[config.mk]
export PLATFORM = sky130hd
export DESIGN_NAME = rsmp_fifo
export DESIGN_NICKNAME = d
export VERILOG_FILES = /design/src/hdl/rsmp_pkg.sv /design/src/hdl/rsmp_fifo.sv
export SDC_FILE = /design/constraint.sdc
export NUM_CORES = 1
export LEC_CHECK = 0
export BUFFER_PORTS_ARGS = -buffer_cell sky130_fd_sc_hd__buf_2
export CAP_MARGIN = 20
export CELL_PAD_IN_SITES_DETAIL_PLACEMENT = 0
export CELL_PAD_IN_SITES_GLOBAL_PLACEMENT = 1
export CORE_MARGIN = 4
export CORE_UTILIZATION = 45
export DETAILED_ROUTE_END_ITERATION = 6
export GPL_ROUTABILITY_DRIVEN = 0
export PLACE_DENSITY = 0.86
export SETUP_SLACK_MARGIN = 0.02
export SYNTH_ARGS = -nofsm -noshare
export SYNTH_HDL_FRONTEND = slang
export SYNTH_SLANG_ARGS = --single-unit
[constraint.sdc]
create_clock -name clock -period 13.9 [get_ports clock]
set_input_delay 2.78 -clock clock [delete_from_list [all_inputs] [get_ports clock]]
set_output_delay 2.78 -clock clock [all_outputs]
set_load 0.01 [all_outputs]
[src/hdl/rsmp_pkg.sv]
package rsmp_pkg;

   localparam int COORD_W = 32;
   localparam int STEP_W  = 23;
   localparam int LEN_W   = 36;
   localparam int SQ_W    = 66;
   localparam int RAD_W   = 72;
   localparam int SQREM_W = 40;
   localparam int CW      = 37;   // running distance along a segment
   localparam int RW      = 38;   // divider partial remainder
   localparam int ITER_W  = 6;
   localparam logic [STEP_W-1:0] STEP_RESET = 23'd6554;

   typedef struct packed {
      logic signed [COORD_W-1:0] ax;
      logic signed [COORD_W-1:0] ay;
      logic signed [COORD_W-1:0] ah;
      logic signed [COORD_W-1:0] bx;
      logic signed [COORD_W-1:0] by;
      logic signed [COORD_W-1:0] bh;
      logic                      is_start;
      logic                      emit_first;
      logic                      last;
   } seg_entry_type;

   typedef enum logic [3:0] {
      ST_IDLE,
      ST_SQUARE,
      ST_SUM,
      ST_SQRT,
      ST_CHECK,
      ST_FIRST,
      ST_LOOP,
      ST_DIV,
      ST_MUL,
      ST_SAMPLE,
      ST_MOD,
      ST_FIX,
      ST_FINAL
   } back_state_type;

endpackage

[src/hdl/rsmp_fifo.sv]
module rsmp_fifo
   import rsmp_pkg::*;
(
   input  logic          clock,
   input  logic          reset,
   input  logic          push,
   input  seg_entry_type wdata,
   output logic          full,
   input  logic          pop,
   output seg_entry_type rdata,
   output logic          empty
);

   seg_entry_type mem_ff [2];
   logic          wr_ptr_ff, wr_ptr_in;
   logic          rd_ptr_ff, rd_ptr_in;
   logic [1:0]    count_ff, count_in;

   assign full  = (count_ff == 2'd2);
   assign empty = (count_ff == 2'd0);
   assign rdata = mem_ff[rd_ptr_ff];

   always_comb begin
      wr_ptr_in = push ? !wr_ptr_ff : wr_ptr_ff;
      rd_ptr_in = pop ? !rd_ptr_ff : rd_ptr_ff;
      count_in  = count_ff;
      if (push && !pop) begin
         count_in = count_ff + 2'd1;
      end else if (pop && !push) begin
         count_in = count_ff - 2'd1;
      end
   end

   always_ff @(posedge clock) begin
      if (reset) begin
         wr_ptr_ff <= 1'b0;
         rd_ptr_ff <= 1'b0;
         count_ff  <= 2'd0;
      end else begin
         wr_ptr_ff <= wr_ptr_in;
         rd_ptr_ff <= rd_ptr_in;
         count_ff  <= count_in;
      end
   end

   always_ff @(posedge clock) begin
      if (push) begin
         mem_ff[wr_ptr_ff] <= wdata;
      end
   end

endmodule

==> summary.md, run 1 <==
| Metric | Value |
|---|---|
| HPWL after DPL | 21.0 mm |
| Unrepaired setup endpoints after global routing | false |
| LEAKAGE | 7.21 nW |
| VDD IR max | 0.000130 V |
| Clock transition at path regs | 0.06 ns |
| Htree depth | 2 |
| Die area | 36,100 um2 |
| Top cell type's share of synthesized area | 78.6% |
| Slew @ Worst Pin | 1.02 ns |
| Hold/Removal Path Class | reg -> reg |
| Critical-path cell list | buf_4 > buf_4 > mux2_2 > buf_2 |
| Status | complete, no violations |
| Grt ovf | 0 |
| I/O pin total | 396 |
| Die width | 190 um |
| Minimum clock period | 6.44 ns |
| Fmax | 155 MHz |
| Crit start category | flip-flop |
| WP buf/inv | 3 |
| Sequential share of the synthesized area | 79.3% |
| Crit path arrival time | 3.66 ns |
| Yosys top cell by area | edfxtp_1 |
| Kind of critical path | reg -> out |
| Top cells by count, synth | 390 x edfxtp_1, 150 x mux2_4, 45 x mux2_2 |
| CTS tree | yes |
| Worst skew pair latency | 0.51 ns |
| DR DRC count | 0 |
| Hold Vio Cnt, Final | 0 |
| Largest net degree at the start of global routing | 74 |
| DR iter-0 viols | 338 |
| Most numerous cell in the Yosys netlist | edfxtp_1 |
| Crit-path leading delay family | buffers and inverters |
| Slew margin rel. | 32.2% |
| Syn Std Cell Area | 14,900 um2 |
| 1st-pass router iterations | 4 |
| Post-CTS Hold Fix Bufs | 0 |
| Worst Setup End Kind | output pin |
| Core area | 32,600 um2 |
| Post-CTS setup buffer count | 0 |
| DIE HEIGHT | 190 um |
| #FFs+latches synth | 395 |
| Final net count | 1,252 |
| Placed Area | 17,300 um2 |
| Post-route cell area | 18,500 um2 |
| Antenna violations before repair | 9 |
| Synth unique cells | 16 |
| Final max-slew violation count | 0 |
| Routed wire length | 30.3 mm |
| PwrDens | 145 nW/um2 |
| Period utilisation layout | 46.4% |
| Required time of the critical path | 11.12 ns |
| Vias after detailed routing | 7,374 |
| Post-synth net total | 829 |
| Root buf cell | clkbuf_16 |
| CTS Sinks | 395 |
| GRT Total Usage | 16.0% |
| Fraction of registers with async set/reset | 0% |
| Worst clock skew | 0.00864 ns |
| WL per Instance | 19.8 um |
| Fin Setup TNS | 0 ns |
| Post-synthesis instance total | 629 |
| Synth top area cells | edfxtp_1 79%, mux2_4 15%, mux2_2 3.4%, buf_6 1.4%, dfxtp_1 0.67% |
| Maxcap violations | 0 |
| Cts repair resizes | 0 |
| # setup viols final | 0 |
| CTS Buf Count | 40 |
| FP Rows | 66 |
| Final ANT Viol Nets | 0 |
| Layout area overhead | 23.9% |
| First-pass GRT wire length | 44.4 mm |
| EDFF count, synth | 390 |
| Average cell area after synthesis | 23.7 um2 |
| Critical-path maximum fanout | 64 |
| Yosys warns | 0 |
| Worst path max stage delay | 0.92 ns |
| DR vias/cell | 4.83 |
| Most frequent CP cell | buf_4 |
| Starting Density | 45.7% |
| Port-buffer cells | 395 |
| CTS Buffer Depth | 3 |
| Synth Flop Type | edfxtp_1 |
| Vias in the first global route | 7,762 |
| Max stage delay cell, worst path | dfxtp_4 |
| Share of cells above drive strength 1 | 60.5% |
stage by stage:
step / cells / power, mW / hold slack, ns / util, % / worst slack [ns]
after global routing: 1527 / 2.80 / 0.607 / 56.6 / 7.24
after floorplan: 629 / 1.65 / 0.461 / - / 1.93
after global placement: 1452 / 1.75 / 0.481 / 53.0 / 8.00
after CTS: 1522 / 2.72 / 0.519 / 56.5 / 7.40
final: 1528 / 2.68 / 0.520 / 56.6 / 7.46
after detailed placement: 1452 / 1.76 / 0.508 / 53.0 / 7.95
flip-flops by register name (all words and copies together) (netlist names), named ones only:
name	flops
count_ff	2
wr_ptr_ff	1
rd_ptr_ff	1
mem_ff	390
report_power, final:
part	leakage, nW	internal (mW)	total, mW	switching, mW
clock	0.565	0.543	0.954	0.411
sequential	3.70	1.39	1.42	0.0253
combinational	2.94	0.157	0.312	0.155
layout make-up:
cell class / instances / area, um2
inverters: 1 / 3.75
well taps: 442 / 553
multi-input cells: 211 / 2870
flip-flops and latches: 395 / 11800
clock inverters: 16 / 86.3
diodes: 6 / 15.0
repair buffers: 403 / 2040
fillers: 2472 / 14200
clock buffers: 54 / 1070
tightest hold or removal path, delay by kind of cell (launching register included):
| family | cells | cell delay [ns] |
|---|---|---|
| AOI/OAI and AO/OA | 2 | 0.14 |
| DFF | 1 | 0.33 |
metal layers:
metal | vias to the layer above | GRT usage [%] | routed length [um] | share of wire [%]
li1 | 3363 | - | - | -
met1 | 3620 | 19.1 | 11700 | 38
met2 | 320 | 27.1 | 15000 | 49
met3 | 65 | 5.83 | 2760 | 9.1
met4 | 6 | 5.06 | 861 | 2.8
met5 | - | 0 | 40 | 0.13
cells by family (layout without fill, tap and decap cells):
logic type | Yosys count | in the layout | share of synthesized area, %
AO/OA/AOI/OAI | 2 | 2 | 0.0671
XOR/XNOR | 4 | 4 | 0.235
adder cells (fa/ha/maj) | 1 | 1 | 0.0840
buffers and inverters | 23 | 474 | 1.52
flip-flops | 395 | 395 | 79.3
multiplexers | 195 | 195 | 18.5
other | 0 | 6 | 0
AND/OR/NAND/NOR | 9 | 9 | 0.294
placed cells by master, fill, tap and decap left out, types with 2 or more instances in the layout:
master	synthesis	final
edfxtp_1	390	390
clkinvlp_4	0	2
xnor2_1	2	2
xor2_1	2	2
mux2_4	150	150
clkbuf_1	0	13
mux2_2	45	45
clkinv_1	0	5
diode_2	0	6
buf_2	4	395
inv_6	0	2
clkinv_2	0	7
nor2_1	5	5
clkbuf_16	0	41
dfxtp_1	5	4
buf_4	0	8
worst paths after layout:
check | from | to | slack [ns] | cells after the start
hold reg to reg | count_ff[1] | count_ff[1] | 0.52 | 2
setup / recovery | flip-flop | rdata[191] | 7.46 | 4
hold / removal | count_ff[1] | count_ff[1] | 0.52 | 2
setup reg to reg | wr_ptr_ff | mem_ff[0][55] | 11.17 | 3
(Power assumes the default switching activity.)
==> inputs of run 2 (changes only) <==
clock period = 6.6 ns   (was 13.9 ns; I/O delays follow)
==> run 2 against run 1 <==
  * Setup slack worse by 4.9 ns
  * Via count down 1.5%
  * Utilization up 0.31 points
  * Sequential cell count unchanged
  * Register-to-register slack worse by 6.8 ns
  * Clock skew up 0.0018 ns
  * Largest power group unchanged
  * Die area unchanged
  * Critical path type unchanged
  * Clock-buffer cell count down 6
  * Final cell count down 0.46%
  * Highest routed layer unchanged
  * Final area up 0.56%
==> summary.md, run 2 (synthesis results as in run 1) <==
| Metric | Value |
|---|---|
| Status | complete, no violations (unchanged) |
| Worst path max stage delay | 0.81 ns (was 0.92 ns) |
| CTS Sinks | 395 (unchanged) |
| First-pass GRT wire length | 44.0 mm (was 44.4 mm) |
| Fin Setup TNS | 0 ns (unchanged) |
| Hold Vio Cnt, Final | 0 (unchanged) |
| Post-CTS setup buffer count | 0 (unchanged) |
| Fmax | 248 MHz |
| Share of cells above drive strength 1 | 60.7% (was 60.5%) |
| I/O pin total | 396 (unchanged) |
| Post-CTS Hold Fix Bufs | 0 (unchanged) |
| WP buf/inv | 2 (was 3) |
| Most common cell after layout, fill and taps aside | buf_2 (unchanged) |
| LEAKAGE | 7.26 nW (was 7.21 nW) |
| Worst Reg-to-Reg Cells | 2 (was 3) |
| Slew @ Worst Pin | 0.823 ns (was 1.02 ns) |
| Hold path endpoint | count_ff[1] (unchanged) |
| Die area | 36,100 um2 (unchanged) |
| Largest net degree at the start of global routing | 106 (was 74) |
| Hold/Removal Path Class | reg -> reg (unchanged) |
| Worst r2r dst | mem_ff[1][116] (was mem_ff[0][55]) |
| Maxcap violations | 0 (unchanged) |
| Port-buffer cells | 395 (unchanged) |
| Reg2reg start | wr_ptr_ff (unchanged) |
| Unrepaired setup endpoints after global routing | false (unchanged) |
| Max stage delay cell, worst path | dfxtp_4 (unchanged) |
| FP Rows | 66 (unchanged) |
| Crit path arrival time | 2.71 ns (was 3.66 ns) |
| Layout area overhead | 24.6% (was 23.9%) |
| Htree depth | 2 (unchanged) |
| DR DRC count | 0 (unchanged) |
| Slew margin rel. | 45.1% (was 32.2%) |
| Worst Setup End Kind | output pin (unchanged) |
| Die width | 190 um (unchanged) |
| DIE HEIGHT | 190 um (unchanged) |
| CTS Buffer Depth | 3 (unchanged) |
| Minimum clock period | 4.03 ns |
| CTS tree | yes (unchanged) |
| HPWL after DPL | 20.7 mm (was 21.0 mm) |
| Cts repair resizes | 0 (unchanged) |
| Worst clock skew | 0.0105 ns (was 0.00864 ns) |
| WL per Instance | 19.6 um (was 19.8 um) |
| Starting Density | 45.7% (unchanged) |
| Hold_sp | count_ff[1] (unchanged) |
| Period utilisation layout | 61.0% |
| Crit-path leading delay family | buffers and inverters (unchanged) |
| GRT Total Usage | 15.7% (was 16.0%) |
| DR iter-0 viols | 359 (was 338) |
| Routed wire length | 29.9 mm (was 30.3 mm) |
| DR vias/cell | 4.78 (was 4.83) |
| Kind of critical path | reg -> out (unchanged) |
| Hold depth | 2 (unchanged) |
| Largest registers | mem_ff (390), count_ff (2) (unchanged) |
| CTS Buf Count | 41 (was 40) |
| Antenna violations before repair | 10 (was 9) |
| PwrDens | 312 nW/um2 (was 145 nW/um2) |
| Final ANT Viol Nets | 0 (unchanged) |
| Most flops, register | mem_ff (unchanged) |
| Hold slack final | 0.512 ns (was 0.520 ns) |
| Final max-slew violation count | 0 (unchanged) |
| Critical-path maximum fanout | 47 (was 64) |
| Vias in the first global route | 7,743 (was 7,762) |
| Commonest cells after routing, fill and taps aside | 395 x buf_2, 390 x edfxtp_1, 150 x mux2_4, 45 x mux2_2, 41 x clkbuf_16 (unchanged) |
| Critical-path cell list | buf_4 > mux2_2 > buf_2 (was buf_4 > buf_4 > mux2_2 > buf_2) |
| Final Power | 5.79 mW (was 2.68 mW) |
| Vias after detailed routing | 7,267 (was 7,374) |
| R2r setup slk | 4.37 ns (was 11.17 ns) |
| Worst skew pair latency | 0.51 ns (about the same) |
| Number of flip-flops in the largest register | 390 (unchanged) |
| Core area | 32,600 um2 (unchanged) |
| Final net count | 1,252 (unchanged) |
| # setup viols final | 0 (unchanged) |
| Required time of the critical path | 5.28 ns (was 11.12 ns) |
| 1st-pass router iterations | 4 (unchanged) |
| Root buf cell | clkbuf_16 (unchanged) |
| Grt ovf | 0 (unchanged) |
| VDD IR max | 0.000225 V (was 0.000130 V) |
| Clock transition at path regs | 0.06 ns (about the same) |
| Crit start category | flip-flop (unchanged) |
==> run 2: per-layer routing <==
metal / wire length [um] / vias up / global-route usage [%]
met5: 72 / - / 0
met1: 11400 / 3556 / 18.5
met3: 2710 / 50 / 5.80
met2: 15100 / 291 / 27.1
li1: - / 3358 / -
met4: 611 / 12 / 4.56
==> run 2: tightest hold or removal path, cell delays in order, from the launching register on <==
cell	delay [ns]
dfxtp_1	0.33
o21ai_0	0.08
a21oi_1	0.06
==> run 2: final cells by class <==
class / instances / area (um2)
Antenna cell: 4 / 10.0
Clock buffer: 48 / 1050
Clock inverter: 18 / 186
Fill cell: 2500 / 14100
Inverter: 1 / 3.75
Multi-Input combinational cell: 211 / 2870
Sequential cell: 395 / 11800
Tap cell: 442 / 553
Timing Repair Buffer: 402 / 2070
==> run 2: stage by stage <==
step	util [%]	setup slack [ns]	area, um2	cells
after CTS	56.9	2.53	18500	1517
after global routing	56.9	2.43	18600	1521
final	56.9	2.57	18600	1521
after detailed placement	53.1	3.09	17300	1451
after floorplan	-	0.302	14900	629
after global placement	53.1	3.08	17300	1451
==> run 2: report_power, final <==
group | leakage (nW) | switching, mW | internal [mW]
Sequential | 3.70 | 0.0495 | 2.93
Clock | 0.611 | 0.862 | 1.29
Combinational | 2.95 | 0.329 | 0.334
==> run 2: worst max-delay path by stage <==
stage	end	slack, ns	cells past startpoint
final	rdata[187]	2.57	3
after floorplan	mem_ff[1][0]	0.30	1
after detailed placement	rdata[192]	3.09	3
after CTS	rdata[192]	2.53	3
after global placement	rdata[191]	3.08	3
after global routing	rdata[192]	2.43	3
