<file path="src/hdl/rsmp_pkg.sv">
package rsmp_pkg;

   localparam int COORD_W = 32;
   localparam int STEP_W  = 23;
   localparam int LEN_W   = 36;
   localparam int SQ_W    = 66;
   localparam int RAD_W   = 72;
   localparam int SQREM_W = 40;
   localparam int CW      = 37;   // running distance along a segment
   localparam int RW      = 38;   // divider partial remainder
   localparam int ITER_W  = 6;
   localparam logic [STEP_W-1:0] STEP_RESET = 23'd6554;

   typedef struct packed {
      logic signed [COORD_W-1:0] ax;
      logic signed [COORD_W-1:0] ay;
      logic signed [COORD_W-1:0] ah;
      logic signed [COORD_W-1:0] bx;
      logic signed [COORD_W-1:0] by;
      logic signed [COORD_W-1:0] bh;
      logic                      is_start;
      logic                      emit_first;
      logic                      last;
   } seg_entry_type;

   typedef enum logic [3:0] {
      ST_IDLE,
      ST_SQUARE,
      ST_SUM,
      ST_SQRT,
      ST_CHECK,
      ST_FIRST,
      ST_LOOP,
      ST_DIV,
      ST_MUL,
      ST_SAMPLE,
      ST_MOD,
      ST_FIX,
      ST_FINAL
   } back_state_type;

endpackage

</file>
<file path="src/hdl/rsmp_front.sv">
module rsmp_front
   import rsmp_pkg::*;
(
   input  logic                      clock,
   input  logic                      reset,
   input  logic                      req_valid,
   output logic                      req_stall,
   input  logic signed [COORD_W-1:0] req_x_in,
   input  logic signed [COORD_W-1:0] req_y_in,
   input  logic signed [COORD_W-1:0] req_heading_in,
   input  logic                      req_path_start,
   input  logic                      req_path_last,
   input  logic                      fifo_full,
   output logic                      fifo_push,
   output seg_entry_type             fifo_wdata
);

   logic                      have_prev_ff, have_prev_in;
   logic                      first_done_ff, first_done_in;
   logic signed [COORD_W-1:0] prev_x_ff, prev_y_ff, prev_h_ff;
   logic                      is_start;

   assign req_stall = fifo_full;
   assign fifo_push = req_valid && !fifo_full;
   assign is_start  = req_path_start || !have_prev_ff;

   always_comb begin
      fifo_wdata.ax         = prev_x_ff;
      fifo_wdata.ay         = prev_y_ff;
      fifo_wdata.ah         = prev_h_ff;
      fifo_wdata.bx         = req_x_in;
      fifo_wdata.by         = req_y_in;
      fifo_wdata.bh         = req_heading_in;
      fifo_wdata.is_start   = is_start;
      fifo_wdata.emit_first = !first_done_ff;
      fifo_wdata.last       = req_path_last;
   end

   // path bookkeeping on each push follows the start and last marks and whether a previous point is held
   always_comb begin
      have_prev_in  = have_prev_ff;
      first_done_in = first_done_ff;
      if (fifo_push) begin
         if (is_start) begin
            have_prev_in  = !req_path_last;
            first_done_in = 1'b0;
         end else if (req_path_last) begin
            have_prev_in  = 1'b0;
            first_done_in = 1'b0;
         end else begin
            first_done_in = 1'b1;
         end
      end
   end

   always_ff @(posedge clock) begin
      if (reset) begin
         have_prev_ff  <= 1'b0;
         first_done_ff <= 1'b0;
      end else begin
         have_prev_ff  <= have_prev_in;
         first_done_ff <= first_done_in;
      end
   end

   always_ff @(posedge clock) begin
      if (fifo_push) begin
         prev_x_ff <= req_x_in;
         prev_y_ff <= req_y_in;
         prev_h_ff <= req_heading_in;
      end
   end

endmodule

</file>
<file path="config.mk">
export PLATFORM = sky130hd
export DESIGN_NAME = rsmp_front
export DESIGN_NICKNAME = d
export VERILOG_FILES = /design/src/hdl/rsmp_pkg.sv /design/src/hdl/rsmp_front.sv
export SDC_FILE = /design/constraint.sdc
export NUM_CORES = 1
export LEC_CHECK = 0
export BUFFER_PORTS_ARGS = -buffer_cell sky130_fd_sc_hd__buf_2
export CAP_MARGIN = 5
export CORE_AREA = 2 2 116 118
export CTS_CLUSTER_SIZE = 14
export DETAILED_ROUTE_END_ITERATION = 10
export DIE_AREA = 0 0 118 120
export GPL_TIMING_DRIVEN = 1
export SETUP_SLACK_MARGIN = 0.1
export SLEW_MARGIN = 20
export SYNTH_ARGS = -nofsm -noshare
export SYNTH_HDL_FRONTEND = slang
export SYNTH_SLANG_ARGS = --single-unit
</file>
<file path="constraint.sdc">
create_clock -name clock -period 13.8 [get_ports clock]
set_input_delay 1.38 -clock clock [delete_from_list [all_inputs] [get_ports clock]]
set_output_delay 1.38 -clock clock [all_outputs]
set_load 0.01 [all_outputs]
</file>
==> metrics.csv, run 1 <==
stage,metric,value,unit
floorplanning,die_w,118,um
synth,yosysTopAreaCell,edfxtp_1,
timing,clock_skew,0.000329,ns
route,viasPerCell,3.82,
power_and_ir_drop,leakagePower,2.28,nW
min_path,hold_end,first_done_ff,
worst_setup_path,critical_path_arrival,2.34,ns
layout,diodes,0,
timing,finalWorstSetupSlack,10.08,ns
synth,yosysSeqAreaShare,78.4,%
route,drtIter0Drc,103,
grt,grtUsageTotal,11.0,%
clocking,cts_tree,yes,
place,place_ws,10.04,ns
floorplanning,fp.dieH,120,um
synth,synth_flop_cell,edfxtp_1,
route,drtAntennaViolNets,0,
worst_setup_path,startpoint_type,input pin,
synth,synthDominantCellAreaShare,77.3,%
worst_setup_path,critPathCaptureType,output port,
grt,grtUsageMet1,12.1,%
min_path,min_from,first_done_ff,
synth,yosysUniqueCellTypes,10,
grt,grt_pass1_vias,2105,
min_path,hold_depth,2,
layout,syn_to_final_growth,35.1,%
floorplanning,num_rows,42,
grt,grt_antenna_before_repair,0,
power_and_ir_drop,power_density,137,mW/mm^2
outcome,status,completed,
route,routedWlPerCell,13.4,um
timing,worst_slew_pin_slew,0.620,ns
synth,synth_seq_cells,98,
synth,yosys_warnings,0,
route,drc,0,
clocking,clock-sinks,98,
grt,grt_overflow,0,
worst_setup_path,crit_type,in2out,
worst_setup_path,cp.required,12.42,ns
floorplanning,start_util,28.7,%
clocking,postCtsResizedCells,0,
min_path,hp-class,reg2reg,
timing,max_freq,269,MHz
synth,synth_common_cells,"buf_4, edfxtp_1, dfxtp_1, inv_1",
grt,grt_use_met3,4.33,%
worst_setup_path,r2r_cells,2,
layout,finalInstanceArea,0.00504,sq mm
synth,synth.most_common_cell,buf_4,
clocking,clockBufferDepth,2,
layout,finalNetCount,519,
timing,tns,0,ns
grt,grt_max_degree,52,
timing,maxSlewViolCount,0,
synth,synth_fp_nets,307,
job,maxCapViolations,0,
clocking,cts_hold_buf,0,
synth,synth_area,0.00373,sq mm
place,gp_congestion,0.731,
worst_setup_path,worstPathMaxFanout,51,
synth,syn-mean-instance-area,18.2,sq um
worst_setup_path,r2r_slack,13.12,ns
timing,finalSetupViolCount,0,
route,first_pass_iters,4,
power_and_ir_drop,max-vdd-ir-drop,0.0000676,V
place,place_hpwl,6.49,mm
floorplanning,die-area,0.0142,sq mm
worst_setup_path,rr_endpoint,first_done_ff,
timing,relSlewSlack,58.6,%
synth,synthTopCellsByArea,"edfxtp_1, buf_4, dfxtp_1",
clocking,cts_setup_buffers,0,
route,routed_wl,8.01,mm
grt,grt.busiest_layer,met2,
route,num_vias,2286,
layout,layout-drive-gt1-share,75.1,%
layout,multi_input_area,63.8,sq um
clocking,cts_made_buffers,9,
clocking,clkTransAtPathRegs,0.06,ns
grt,met2_usage,18.8,%
floorplanning,io_pins,299,
synth,syn_inst,205,
layout,nFillCells,1246,
clocking,clk_latency,0.33,ns
clocking,root_buffer,clkbuf_16,
floorplanning,core-area,0.0130,sq mm
place,io_buffers,298,
timing,fin_crit_sh,27.0,%
synth,synth-async-reset-ratio,0,%
synth,synth_edf_count,96,
timing,final_hold_viol_count,0,
timing,fin_crit,3.72,ns
layout,regArea,0.00292,sq mm
worst_setup_path,reg2reg_from,first_done_ff,
clocking,htree_levels,3,
grt,grt_pass1_wl,11.5,mm
place,place_area,0.00472,sq mm
timing,rsz0062_at_grt,no,
final cells by class:
cell class	count	area share, %
Tap cell	176	4.37
Sequential cell	98	58.0
Clock buffer	9	4.47
Clock inverter	7	1.84
Multi-Input combinational cell	6	1.27
Inverter	2	0.149
Timing Repair Buffer	300	29.9
kinds of logic after synthesis:
kind of cell / count (synthesis) / synth area share (%)
compound gates: 2 / 0.705
buf+inv: 101 / 20.1
simple gates: 4 / 0.805
flops: 98 / 78.4
where the power goes:
group          leakage, nW  switching, mW  total [mW]  internal, mW
registers            0.917        0.00453       0.353         0.349
logic                 1.21         0.0439      0.0770        0.0331
clock network        0.149          0.104       0.262         0.158
sequential cells by signal, summed over array words and instances, names as in the netlist:
signal         cells
prev_h_ff         32
prev_y_ff         32
first_done_ff      1
have_prev_ff       1
prev_x_ff         32
metal layers:
metal	vias up	routed length, um
met5	-	0
met2	151	4120
met1	1075	3070
li1	1051	-
met4	0	111
met3	9	708
per-stage QoR:
stage                     total power [mW]  instances  hold WS, ns  util, %
after detailed placement             0.439        582        0.493     36.4
final                                0.693        598        0.508     38.8
after global placement               0.437        582        0.486     36.4
after floorplan                      0.407        205        0.473        -
after CTS                            0.705        598        0.508     38.8
after global routing                 0.721        598        0.545     38.8
worst max-delay path, cell delays in order:
cell and delay (ns):
buf_2 0.13, nor2b_4 0.10, buf_4 0.49, buf_2 0.25
placed cells by master, fill, tap and decap left out, drive strengths merged:
| master | synthesis | layout |
|---|---|---|
| dfxtp | 2 | 2 |
| clkinv | 0 | 2 |
| nor2b | 1 | 1 |
| nand2b | 1 | 1 |
| clkinvlp | 0 | 2 |
| buf | 99 | 300 |
| nand3b | 1 | 1 |
| inv | 2 | 3 |
| or4b | 1 | 1 |
| bufinv | 0 | 2 |
| o211a | 1 | 1 |
| clkbuf | 0 | 9 |
| o32ai | 1 | 1 |
| edfxtp | 96 | 96 |
worst max-delay path by stage:
stage	from	end	slack (ns)	depth (start not counted)
after floorplan	fifo_full	fifo_push	6.55	1
after global placement	fifo_full	fifo_push	10.07	4
after detailed placement	fifo_full	fifo_push	10.04	4
after CTS	fifo_full	fifo_push	10.04	4
after global routing	fifo_full	fifo_push	9.95	4
final	fifo_full	fifo_push	10.08	4
(Power assumes the default switching activity.)
==> run 2: changes to the inputs <==
- clock period: 13.8 -> 3 ns (I/O delays scaled with it)
==> run 2 against run 1 <==
Effect of this change:
- flip-flop and latch count did not move
- utilization fell by 0.22 points
- worst hold slack got worse by 0.36 ns
- sequential share of layout area rose by 0.33 points
- first-iteration DRC count fell by 28%
- clock power rose to 3.9 times the previous value
- global-route usage fell by 0.31 points
- worst setup slack got worse by 8.5 ns
- die area did not move
- non-clock buffer count did not move
- combinational power rose to 4.6 times the previous value
- critical path depth fell by 1
- critical endpoint unchanged
- largest cell class unchanged
==> metrics.csv, run 2 (same netlist as run 1, synthesis figures left out) <==
stage,metric,value,unit,change
route,viasPerCell,3.77,,-1.3%
power_and_ir_drop,swShare,22.5,%,+0.47 points
power_and_ir_drop,power.internal,2.32,mW,+330%
power_and_ir_drop,leakagePower,2.26,nW,-0.94%
route,drtIter0Drc,74,,-28%
power_and_ir_drop,power_density,597,mW/mm^2,+330%
min_path,hold_depth,1,,-1
floorplanning,die-area,0.0142,sq mm,unchanged
clocking,root_buffer,clkbuf_16,,
timing,max_freq,682,MHz,
grt,met2_usage,18.1,%,-0.69 points
power_and_ir_drop,max-vdd-ir-drop,0.000272,V,+300%
job,maxCapViolations,0,,unchanged
floorplanning,io_pins,299,,unchanged
layout,final_common_cell,buf_2,,
clocking,cts_tree,yes,,
worst_setup_path,cp_slowest_stage_delay,0.49,ns,about the same
power_and_ir_drop,total_power,2.99,mW,+330%
floorplanning,start_util,28.7,%,unchanged
clocking,clkTransAtPathRegs,0.06,ns,about the same
worst_setup_path,cp_slowest_cell,nor2b_4,,
route,drtAntennaViolNets,0,,unchanged
timing,relSlewSlack,60.3,%,+1.6 points
power_and_ir_drop,combPwrFrac,11.9,%,+0.8 points
worst_setup_path,cp_common_cell,buf_2,,
clocking,htree_levels,3,,unchanged
clocking,clockBufferDepth,2,,unchanged
clocking,clock-sinks,98,,unchanged
timing,fin_crit_sh,48.9,%,
floorplanning,num_rows,42,,unchanged
route,first_pass_iters,4,,unchanged
worst_setup_path,worstPathMaxFanout,20,,-61%
place,gp_congestion,0.723,,-1.1%
layout,largestRegisters,"prev_h_ff: 32 flops, prev_x_ff: 32 flops, prev_y_ff: 32 flops",,
grt,grt_antenna_before_repair,0,,unchanged
grt,grt_max_degree,56,,+7.7%
grt,grt_pass1_vias,2168,,+3.0%
worst_setup_path,crit_type,in2out,,
layout,layout-drive-gt1-share,74.4,%,-0.71 points
layout,final_cell_mix,"buf_2, edfxtp_1, clkbuf_16",,
timing,tns,0,ns,unchanged
timing,worst_slew_pin_slew,0.595,ns,-0.0255 ns
timing,rsz0062_at_grt,no,,
clocking,postCtsResizedCells,0,,unchanged
clocking,cts_setup_buffers,0,,unchanged
grt,grt.busiest_layer,met2,,
timing,finalSetupViolCount,0,,unchanged
timing,clock_skew,0.00000619,ns,-0.000323 ns
worst_setup_path,cp.required,2.70,ns,-9.72 ns
place,io_buffers,298,,unchanged
route,routedWlPerCell,13.0,um,-3.1%
layout,nFillCells,1248,,+0.16%
worst_setup_path,critPathCaptureType,output port,,
floorplanning,die_w,118,um,unchanged
route,num_vias,2257,,-1.3%
route,routed_wl,7.77,mm,-3.1%
power_and_ir_drop,sequentialPowerShare,54.3,%,+3.3 points
clocking,clk_latency,0.33,ns,about the same
clocking,cts_hold_buf,0,,unchanged
worst_setup_path,critical_path_arrival,1.17,ns,-1.17 ns
layout,diodes,0,,unchanged
grt,grt_overflow,0,,unchanged
route,drc,0,,unchanged
worst_setup_path,crit_chain,buf_2 -> nor2b_4 -> buf_2,,
timing,final_hold_viol_count,0,,unchanged
power_and_ir_drop,pwr-share-clk,33.7,%,-4.2 points
timing,maxSlewViolCount,0,,unchanged
clocking,cts_made_buffers,9,,unchanged
min_path,hp-class,in2reg,,
power_and_ir_drop,power_switching,0.672,mW,+340%
floorplanning,core-area,0.0130,sq mm,unchanged
floorplanning,fp.dieH,120,um,unchanged
outcome,status,completed,,
layout,finalNetCount,519,,unchanged
grt,grtUsageTotal,10.6,%,-0.31 points
worst_setup_path,r2r_cells,2,,unchanged
timing,fin_crit,1.47,ns,
worst_setup_path,startpoint_type,input pin,,
place,place_hpwl,6.20,mm,-4.4%
grt,grt_pass1_wl,11.2,mm,-2.7%
grt,grtUsageMet1,11.5,%,-0.64 points
grt,grt_use_met3,4.52,%,+0.19 points
layout,syn_to_final_growth,34.3,%,
run 2: power by group through the flow:
stage / combinational, mW / clock (mW) / sequential (mW)
2_1_floorplan: 0.158 / 0 / 1.71
3_3_place_gp: 0.359 / 0 / 1.65
3_5_place_dp: 0.363 / 0 / 1.65
4_1_cts: 0.363 / 1.06 / 1.63
5_1_grt: 0.384 / 1.11 / 1.63
6_report: 0.356 / 1.01 / 1.63
run 2: path summary, 6_finish.rpt:
path / end / slack [ns] / from
setup / recovery: fifo_push / 1.53 / fifo_full
hold / removal: prev_h_ff[18] / 0.15 / req_heading_in[18]
setup reg to reg: first_done_ff / 2.31 / first_done_ff
hold reg to reg: first_done_ff / 0.51 / first_done_ff
run 2: layout make-up:
type                            instances  area, sq um  share of cell area, %
Sequential cell                        98         2920                   58.3
Timing Repair Buffer                  300         1530                   30.6
Clock buffer                           11          233                   4.65
Tap cell                              176          220                   4.40
Multi-Input combinational cell          6         63.8                   1.27
Clock inverter                          5         31.3                  0.624
Inverter                                2         7.51                  0.150
run 2: routing by layer:
layer	wire [um]	up-vias
li1	-	1051
met5	0	-
met3	677	5
met4	110	0
met2	4010	169
met1	2980	1032
run 2: worst max-delay path, delay by kind of cell:
| family | cells | cell delay (ns) |
|---|---|---|
| simple gates | 1 | 0.49 |
| buf+inv | 2 | 0.37 |
run 2: through the flow:
step | utilization, % | setup slack (ns) | hold slack (ns) | instance area [sq um] | cells
floorplan | - | 0.745 | 0.399 | 3740 | 205
global placement | 36.6 | 1.36 | 0.488 | 4750 | 582
detailed placement | 36.6 | 1.31 | 0.490 | 4750 | 582
CTS | 38.6 | 1.50 | 0.124 | 5010 | 598
global route | 38.6 | 1.45 | 0.127 | 5010 | 598
finish | 38.6 | 1.53 | 0.150 | 5010 | 598
